## src/rtl/core/lpmf_pkg.sv

```systemverilog
// Shared constants, types and ring arithmetic of the length-prefixed message FIFO.
package lpmf_pkg;

  localparam int unsigned BufferBytes = 8192;
  localparam int unsigned PtrW        = $clog2(BufferBytes);
  localparam int unsigned HdrBytes    = 4;
  localparam int unsigned HdrCntW     = $clog2(HdrBytes);

  localparam int unsigned FuncW   = 2;
  localparam int unsigned LenW    = 16;
  localparam int unsigned ByteW   = 8;
  localparam int unsigned OffsW   = 13;
  localparam int unsigned StatusW = 2;
  localparam int unsigned UsedW   = 13;
  localparam int unsigned IdW     = 32;

  localparam int unsigned SumW = ((PtrW > LenW) ? PtrW : LenW) + 2;

  typedef enum logic [FuncW-1:0] {
    FuncStart,
    FuncAppend,
    FuncRead,
    FuncDelete
  } func_e;

  typedef enum logic [StatusW-1:0] {
    StatusOk,
    StatusNoRoom,
    StatusEmpty,
    StatusIgnored
  } status_e;

  typedef enum logic [2:0] {
    StIdle,
    StExec,
    StHdr,
    StLenLo,
    StLenHi,
    StEval,
    StRdData,
    StDone
  } state_e;

  typedef struct packed {
    status_e              status;
    logic [ByteW-1:0]     read_data;
    logic                 queue_empty;
    logic [UsedW-1:0]     used_bytes;
    logic [IdW-1:0]       message_id;
  } res_t;

  function automatic logic [PtrW-1:0] ring_add(logic [PtrW-1:0] base, logic [PtrW-1:0] k);
    logic [PtrW:0] sum;
    sum = {1'b0, base} + {1'b0, k};
    if (sum >= (PtrW+1)'(BufferBytes)) begin
      sum = sum - (PtrW+1)'(BufferBytes);
    end
    return sum[PtrW-1:0];
  endfunction

endpackage

```

## src/rtl/core/lpmf_in_if.sv

```systemverilog
// Input channel: command items with valid/ready handshake.
interface lpmf_in_if;
  logic                          valid;
  logic                          ready;
  logic [lpmf_pkg::FuncW-1:0]    func;
  logic [lpmf_pkg::LenW-1:0]     msg_length;
  logic [lpmf_pkg::ByteW-1:0]    data_byte;
  logic [lpmf_pkg::OffsW-1:0]    read_offset;

  modport source (output valid, output func, output msg_length, output data_byte,
                  output read_offset, input ready);
  modport sink   (input valid, input func, input msg_length, input data_byte,
                  input read_offset, output ready);
endinterface

```

## src/rtl/core/lpmf_ctrl.sv

```systemverilog
// Sequencer that applies commands to the ring pointers and the byte store.
module lpmf_ctrl (
  input  logic                           clk_i,
  input  logic                           rst_ni,
  lpmf_in_if.sink                        in_i,
  output lpmf_pkg::res_t                 res_o,
  output logic                           res_valid_o,
  input  logic                           res_ready_i,
  output logic                           ram_we_o,
  output logic [lpmf_pkg::PtrW-1:0]      ram_addr_o,
  output logic [lpmf_pkg::ByteW-1:0]     ram_wdata_o,
  input  logic [lpmf_pkg::ByteW-1:0]     ram_rdata_i
);

  lpmf_pkg::state_e                 state_q, state_d;
  logic [lpmf_pkg::PtrW-1:0]        head_q, head_d;
  logic [lpmf_pkg::PtrW-1:0]        tail_q, tail_d;
  logic [lpmf_pkg::PtrW-1:0]        occ_q, occ_d;
  logic [lpmf_pkg::IdW-1:0]         del_q, del_d;
  logic [lpmf_pkg::LenW-1:0]        rem_q, rem_d;
  logic                             open_q, open_d;
  logic [lpmf_pkg::HdrCntW-1:0]     hdr_cnt_q, hdr_cnt_d;

  lpmf_pkg::func_e                  func_q;
  logic [lpmf_pkg::LenW-1:0]        len_q;
  logic [lpmf_pkg::ByteW-1:0]       byte_q;
  logic [lpmf_pkg::OffsW-1:0]       offs_q;
  logic [lpmf_pkg::ByteW-1:0]       lo_q, lo_d;
  logic [lpmf_pkg::SumW-1:0]        total_q, total_d;
  lpmf_pkg::status_e                status_q, status_d;
  logic [lpmf_pkg::ByteW-1:0]       rdata_q, rdata_d;

  logic                             in_xfer;

  assign in_i.ready = (state_q == lpmf_pkg::StIdle);
  assign in_xfer    = in_i.valid && in_i.ready;

  always_ff @(posedge clk_i or negedge rst_ni) begin
    if (!rst_ni) begin
      state_q   <= lpmf_pkg::StIdle;
      head_q    <= '0;
      tail_q    <= '0;
      occ_q     <= '0;
      del_q     <= '0;
      rem_q     <= '0;
      open_q    <= 1'b0;
      hdr_cnt_q <= '0;
    end else begin
      state_q   <= state_d;
      head_q    <= head_d;
      tail_q    <= tail_d;
      occ_q     <= occ_d;
      del_q     <= del_d;
      rem_q     <= rem_d;
      open_q    <= open_d;
      hdr_cnt_q <= hdr_cnt_d;
    end
  end

  always_ff @(posedge clk_i) begin
    if (in_xfer) begin
      func_q <= lpmf_pkg::func_e'(in_i.func);
      len_q  <= in_i.msg_length;
      byte_q <= in_i.data_byte;
      offs_q <= in_i.read_offset;
    end
    lo_q     <= lo_d;
    total_q  <= total_d;
    status_q <= status_d;
    rdata_q  <= rdata_d;
  end

  always_comb begin
    logic [lpmf_pkg::SumW-1:0] occ_w;
    logic [lpmf_pkg::SumW-1:0] present;
    logic [lpmf_pkg::PtrW-1:0] tot;
    logic                      head_open;

    occ_w     = lpmf_pkg::SumW'(occ_q);
    present   = '0;
    tot       = '0;
    head_open = 1'b0;

    state_d     = state_q;
    head_d      = head_q;
    tail_d      = tail_q;
    occ_d       = occ_q;
    del_d       = del_q;
    rem_d       = rem_q;
    open_d      = open_q;
    hdr_cnt_d   = hdr_cnt_q;
    lo_d        = lo_q;
    total_d     = total_q;
    status_d    = status_q;
    rdata_d     = rdata_q;
    ram_we_o    = 1'b0;
    ram_addr_o  = head_q;
    ram_wdata_o = '0;
    res_valid_o = 1'b0;

    case (state_q)
      lpmf_pkg::StIdle: begin
        if (in_xfer) begin
          state_d = lpmf_pkg::StExec;
        end
      end

      lpmf_pkg::StExec: begin
        rdata_d  = '0;
        status_d = lpmf_pkg::StatusOk;
        state_d  = lpmf_pkg::StDone;
        case (func_q)
          lpmf_pkg::FuncStart: begin
            if (open_q) begin
              status_d = lpmf_pkg::StatusIgnored;
            end else if (occ_w + lpmf_pkg::SumW'(len_q) + lpmf_pkg::SumW'(lpmf_pkg::HdrBytes)
                         >= lpmf_pkg::SumW'(lpmf_pkg::BufferBytes)) begin
              status_d = lpmf_pkg::StatusNoRoom;
            end else begin
              occ_d     = occ_q + lpmf_pkg::PtrW'(len_q) + lpmf_pkg::PtrW'(lpmf_pkg::HdrBytes);
              rem_d     = len_q;
              open_d    = (len_q != '0);
              hdr_cnt_d = '0;
              state_d   = lpmf_pkg::StHdr;
            end
          end
          lpmf_pkg::FuncAppend: begin
            if (!open_q) begin
              status_d = lpmf_pkg::StatusIgnored;
            end else begin
              ram_we_o    = 1'b1;
              ram_addr_o  = tail_q;
              ram_wdata_o = byte_q;
              tail_d      = lpmf_pkg::ring_add(tail_q, lpmf_pkg::PtrW'(1));
              rem_d       = rem_q - lpmf_pkg::LenW'(1);
              if (rem_q == lpmf_pkg::LenW'(1)) begin
                open_d = 1'b0;
              end
            end
          end
          lpmf_pkg::FuncRead, lpmf_pkg::FuncDelete: begin
            if (occ_q == '0) begin
              status_d = lpmf_pkg::StatusEmpty;
            end else begin
              ram_addr_o = head_q;
              state_d    = lpmf_pkg::StLenLo;
            end
          end
          default: begin
            state_d = lpmf_pkg::StDone;
          end
        endcase
      end

      lpmf_pkg::StHdr: begin
        ram_we_o   = 1'b1;
        ram_addr_o = tail_q;
        case (hdr_cnt_q)
          lpmf_pkg::HdrCntW'(0): ram_wdata_o = len_q[lpmf_pkg::ByteW-1:0];
          lpmf_pkg::HdrCntW'(1): ram_wdata_o = len_q[lpmf_pkg::LenW-1:lpmf_pkg::ByteW];
          default:               ram_wdata_o = '0;
        endcase
        tail_d    = lpmf_pkg::ring_add(tail_q, lpmf_pkg::PtrW'(1));
        hdr_cnt_d = hdr_cnt_q + lpmf_pkg::HdrCntW'(1);
        if (hdr_cnt_q == lpmf_pkg::HdrCntW'(lpmf_pkg::HdrBytes - 1)) begin
          state_d = lpmf_pkg::StDone;
        end
      end

      lpmf_pkg::StLenLo: begin
        lo_d       = ram_rdata_i;
        ram_addr_o = lpmf_pkg::ring_add(head_q, lpmf_pkg::PtrW'(1));
        state_d    = lpmf_pkg::StLenHi;
      end

      lpmf_pkg::StLenHi: begin
        total_d = lpmf_pkg::SumW'({ram_rdata_i, lo_q}) + lpmf_pkg::SumW'(lpmf_pkg::HdrBytes);
        state_d = lpmf_pkg::StEval;
      end

      lpmf_pkg::StEval: begin
        state_d = lpmf_pkg::StDone;
        if (func_q == lpmf_pkg::FuncRead) begin
          head_open = open_q && (total_q == occ_w);
          present   = head_open ? (total_q - lpmf_pkg::SumW'(rem_q)) : total_q;
          if (lpmf_pkg::SumW'(offs_q) < present) begin
            ram_addr_o = lpmf_pkg::ring_add(head_q, lpmf_pkg::PtrW'(offs_q));
            state_d    = lpmf_pkg::StRdData;
          end
        end else begin
          tot = (total_q > occ_w) ? occ_q : lpmf_pkg::PtrW'(total_q);
          if (open_q && (tot == occ_q)) begin
            open_d = 1'b0;
            rem_d  = '0;
            tail_d = lpmf_pkg::ring_add(head_q, tot);
          end
          head_d = lpmf_pkg::ring_add(head_q, tot);
          occ_d  = occ_q - tot;
          del_d  = del_q + lpmf_pkg::IdW'(1);
        end
      end

      lpmf_pkg::StRdData: begin
        rdata_d = ram_rdata_i;
        state_d = lpmf_pkg::StDone;
      end

      lpmf_pkg::StDone: begin
        res_valid_o = 1'b1;
        if (res_ready_i) begin
          state_d = lpmf_pkg::StIdle;
        end
      end

      default: begin
        state_d = lpmf_pkg::StIdle;
      end
    endcase
  end

  assign res_o.status      = status_q;
  assign res_o.read_data   = rdata_q;
  assign res_o.queue_empty = (occ_q == '0);
  assign res_o.used_bytes  = lpmf_pkg::UsedW'(occ_q);
  assign res_o.message_id  = del_q;

endmodule

```

## src/flat_wrapper.sv

```systemverilog
// flat-port wrapper written by rule: the top's interface ports become plain ports
module lpmf_ctrl_flat 
  (clk_i, rst_ni, res_o, res_valid_o, res_ready_i, ram_we_o, ram_addr_o, ram_wdata_o, ram_rdata_i, in_i_valid, in_i_func, in_i_msg_length, in_i_data_byte, in_i_read_offset, in_i_ready);
  lpmf_in_if in_i_i ();
  input  logic clk_i;
  input  logic rst_ni;
  output lpmf_pkg::res_t res_o;
  output logic res_valid_o;
  input  logic res_ready_i;
  output logic ram_we_o;
  output logic [lpmf_pkg::PtrW-1:0] ram_addr_o;
  output logic [lpmf_pkg::ByteW-1:0] ram_wdata_o;
  input  logic [lpmf_pkg::ByteW-1:0] ram_rdata_i;
  input wire logic [$bits(in_i_i.valid)-1:0] in_i_valid;
  input wire logic [$bits(in_i_i.func)-1:0] in_i_func;
  input wire logic [$bits(in_i_i.msg_length)-1:0] in_i_msg_length;
  input wire logic [$bits(in_i_i.data_byte)-1:0] in_i_data_byte;
  input wire logic [$bits(in_i_i.read_offset)-1:0] in_i_read_offset;
  output wire logic [$bits(in_i_i.ready)-1:0] in_i_ready;
  assign in_i_i.valid = in_i_valid;
  assign in_i_i.func = in_i_func;
  assign in_i_i.msg_length = in_i_msg_length;
  assign in_i_i.data_byte = in_i_data_byte;
  assign in_i_i.read_offset = in_i_read_offset;
  assign in_i_ready = in_i_i.ready;
  lpmf_ctrl u_core (.clk_i(clk_i), .rst_ni(rst_ni), .in_i(in_i_i), .res_o(res_o), .res_valid_o(res_valid_o), .res_ready_i(res_ready_i), .ram_we_o(ram_we_o), .ram_addr_o(ram_addr_o), .ram_wdata_o(ram_wdata_o), .ram_rdata_i(ram_rdata_i));
endmodule
```

## config.mk

```make
export PLATFORM = sky130hd
export DESIGN_NAME = lpmf_ctrl_flat
export DESIGN_NICKNAME = d
export VERILOG_FILES = /design/src/rtl/core/lpmf_pkg.sv /design/src/rtl/core/lpmf_in_if.sv /design/src/rtl/core/lpmf_ctrl.sv /design/src/flat_wrapper.sv
export SDC_FILE = /design/constraint.sdc
export NUM_CORES = 1
export LEC_CHECK = 0
export ABC_AREA = 1
export BUFFER_PORTS_ARGS = -buffer_cell sky130_fd_sc_hd__buf_2
export CORE_MARGIN = 2
export CORE_UTILIZATION = 31
export DETAILED_ROUTE_END_ITERATION = 8
export GPL_ROUTABILITY_DRIVEN = 1
export HOLD_SLACK_MARGIN = 0.02
export PLACE_DENSITY = 0.52
export SKIP_CTS_REPAIR_TIMING = 1
export SYNTH_ARGS = -nofsm -noshare
export SYNTH_HDL_FRONTEND = slang
export SYNTH_SLANG_ARGS = --single-unit
```

## constraint.sdc

```tcl
create_clock -name clk_i -period 5.2 [get_ports clk_i]
set_input_delay 0.52 -clock clk_i [delete_from_list [all_inputs] [get_ports clk_i]]
set_output_delay 0.52 -clock clk_i [all_outputs]
set_load 0.02 [all_outputs]
```

==> summary.txt <==
Logic synthesis
  • Synth Net Count: 1960
  • Yosys cell types: 62
  • Cell area after synthesis: 13470 um2
  • Area contributors post-synth: dfrtp_1, edfxtp_1, nand2_1, ha_1, inv_1
  • Syn Area/Cell: 7.583 um2
  • #FFs+latches synth: 167
  • Post-Synthesis Cells: 1777
  • Ys flop type: dfrtp_1
  • Seq/Total Area, Yosys: 33.76%
  • Syn. warnings: 0
  • Number of synthesized flops with an enable pin: 74
  • Top cell type's share of synthesized area: 17.27%
  • FFs w/ async S/R, synth: 55.69%
  • Synth area leader: dfrtp_1

Worst setup path
  • Most used cell along the critical path: nand2_1
  • Crit-path max FO: 10
  • Worst Path Required: 4.68 ns
  • Critical path class: reg -> out
  • Critical Path AT: 4.32 ns
  • Reg2reg setup slack: 0.64 ns
  • Crit path launch type: flop
  • Critical path's slowest cell: dfrtp_2
  • Crit path buf inv count: 3
  • Kind of cell adding the most delay to the critical path: simple AND/OR/NAND/NOR gates
  • Max incr delay on CP: 0.44 ns
  • Worst setup EP type: output port
  • Crit-path cells: inv_1, ha_1, nand2_1, nor2_2, nand3_1, nor2_1, nand2_2, mux2i_1, ha_1, a21oi_1, nor2_1, a211oi_1, o221ai_1, nand3_1, nand2_1, nor2_1, buf_4, nand2_2, o21ai_1, nand2_1, nand2_1, buf_2

Finish
  • Fillers: 4613
  • Design area: 15500 um2
  • Final core occ: 36.06%
  • Commonest non-fill, non-tap cell in the layout: nand2_1
  • Commonest cells after routing, fill and taps aside: nand2_1, inv_1, nor2_1
  • P&R area growth vs syn: 15.03%
  • Final nets: 2102
  • ANT cells: 0
  • Fin cells: 2517
  • Layout cells sized above 1: 12.37%

STA
  • Fin crit period: 4.839 ns
  • Final setup vio count: 0
  • RSZ-0062 raised after global routing: false
  • Fmax: 206.7 MHz
  • Worst hold slack: 0.03566 ns
  • Period utilization: 93.06%
  • Rel. slew slack: 46.27%
  • Least-Margin Pin Slew: 0.8051 ns
  • Worst setup margin: 0.3609 ns
  • Hold Vio Cnt, Final: 0
  • Final setup TNS: 0 ns
  • Fin. max-slew vios: 0
  • Clk_skew: 0.01379 ns

Status
  • Outcome: finished clean

Placed design
  • Post-DP HPWL: 37.06 mm
  • Port Buffer Count: 130
  • DP Area: 14890 um2
  • Final GP Congestion: 0.9688
  • Placed Instances: 2485
  • Dpl ws: 0.6108 ns

Power
  • PD cells: 601.2 nW/um2
  • PnR Total Power: 9.318 mW
  • Leakage: 7.432 nW
  • Max VDD drop: 0.3391 mV

Job
  • Max cap viols: 0

Floorplanning
  • Die Ht: 212.5 um
  • Die ar.: 45150 um2
  • Die Wd: 212.5 um
  • Starting Density: 31.35%
  • # rows: 76
  • Core Area: 42980 um2
  • IO Pins: 131

Global routing
  • First-pass GRT wire length: 70.27 mm
  • GRT overflow: 0
  • Vias in the first global route: 12160
  • Initial antenna violation count: 0
  • Gr usage total: 20.84%
  • Largest net degree at the start of global routing: 54

Route
  • Total wire length: 45.72 mm
  • Detailed-route via count: 12680
  • Drt pass-1 iters: 5
  • Drt via density: 5.036
  • Residual DRC: 0
  • Routed Antenna Nets: 0
  • Routed wire per std cell: 18.16 um
  • Initial DRC Count: 980

CTS
  • Clk_lat worst skew: 0.49 ns
  • Max Buffers Root-to-Sink: 2
  • Worst-path clk slew: 0.07 ns
  • TritonCTS clock tree: done
  • CTS Buf Count: 17
  • H-tree levels: 4
  • Clock sink count: 167
  • Clk Tree Root Cell: clkbuf_16

Worst hold path
  • Hold crit path type: in -> async
-- power by group --
part           switching, mW  internal [mW]  total, mW
registers              0.513           1.76       2.28
clock network          0.651          0.680       1.33
logic                   3.76           1.95       5.71
-- state kept, by name, indices dropped and copies added, names as in the netlist, 13 cells and up --
signal	flops
u_core.len_q	16
u_core.offs_q	13
u_core.head_q	13
u_core.tail_q	13
u_core.occ_q	13
u_core.total_q	17
u_core.rem_q	16
u_core.del_q	32
-- worst paths after layout --
path	startpoint	to	cells past startpoint
worst max register to register	u_core.occ_q[11]	u_core.tail_q[11]	20
min in group clk_i	in_i_data_byte[2]	u_core.byte_q[2]	1
worst min-delay path	rst_ni	u_core.head_q[2]	1
max in group asynchronous	rst_ni	u_core.rem_q[0]	2
worst min register to register	u_core.lo_q[1]	u_core.total_q[1]	0
worst max-delay path	u_core.occ_q[5]	ram_addr_o[6]	22
-- cells in the mapped netlist, types with 9 or more instances --
cell type,count
a21oi_1,102
clkbuf_1,15
edfxtp_1,74
xnor2_1,30
o21ai_1,22
a31oi_1,10
nand4_1,18
nand2_1,391
xor2_1,63
o211ai_1,10
nand3_1,102
o221ai_1,9
nor2_1,184
dfrtp_1,93
ha_1,116
inv_1,237
o21ai_0,121
fa_1,16
inv_2,9
nor4_1,10
nor3_1,30
-- routing by layer --
layer  global-route usage [%]  vias up  wire, um
met5                        0        -         0
met4                    6.897        0      1110
met3                    4.727       64      3094
met2                    32.52      426     20370
met1                    28.44     5964     21140
li1                         -     6221         -
-- kinds of logic (layout without fill, tap and decap cells) --
| group | Yosys count | count (layout) | share of synthesized area [%] |
|---|---|---|---|
| AOI/OAI and AO/OA | 325 | 325 | 13.71 |
| xor gates and xnor gates | 93 | 93 | 6.045 |
| adders and majority gates | 132 | 132 | 13.15 |
| buffers and inverters | 276 | 431 | 7.856 |
| DFF | 167 | 167 | 33.76 |
| muxes | 5 | 5 | 0.3715 |
| and+or+nand+nor | 779 | 779 | 25.11 |
-- layout make-up --
cell class | count | area [um2] | share of cell area [%]
tap | 585 | 732.0 | 4.722
sequential | 167 | 4561 | 29.42
inverter | 250 | 940.9 | 6.070
clock buffer | 17 | 425.4 | 2.745
timing repair buffer | 149 | 795.8 | 5.134
multi-input combinational | 1334 | 7881 | 50.85
clock inverter | 15 | 163.9 | 1.057
(Power assumes the default switching activity.)
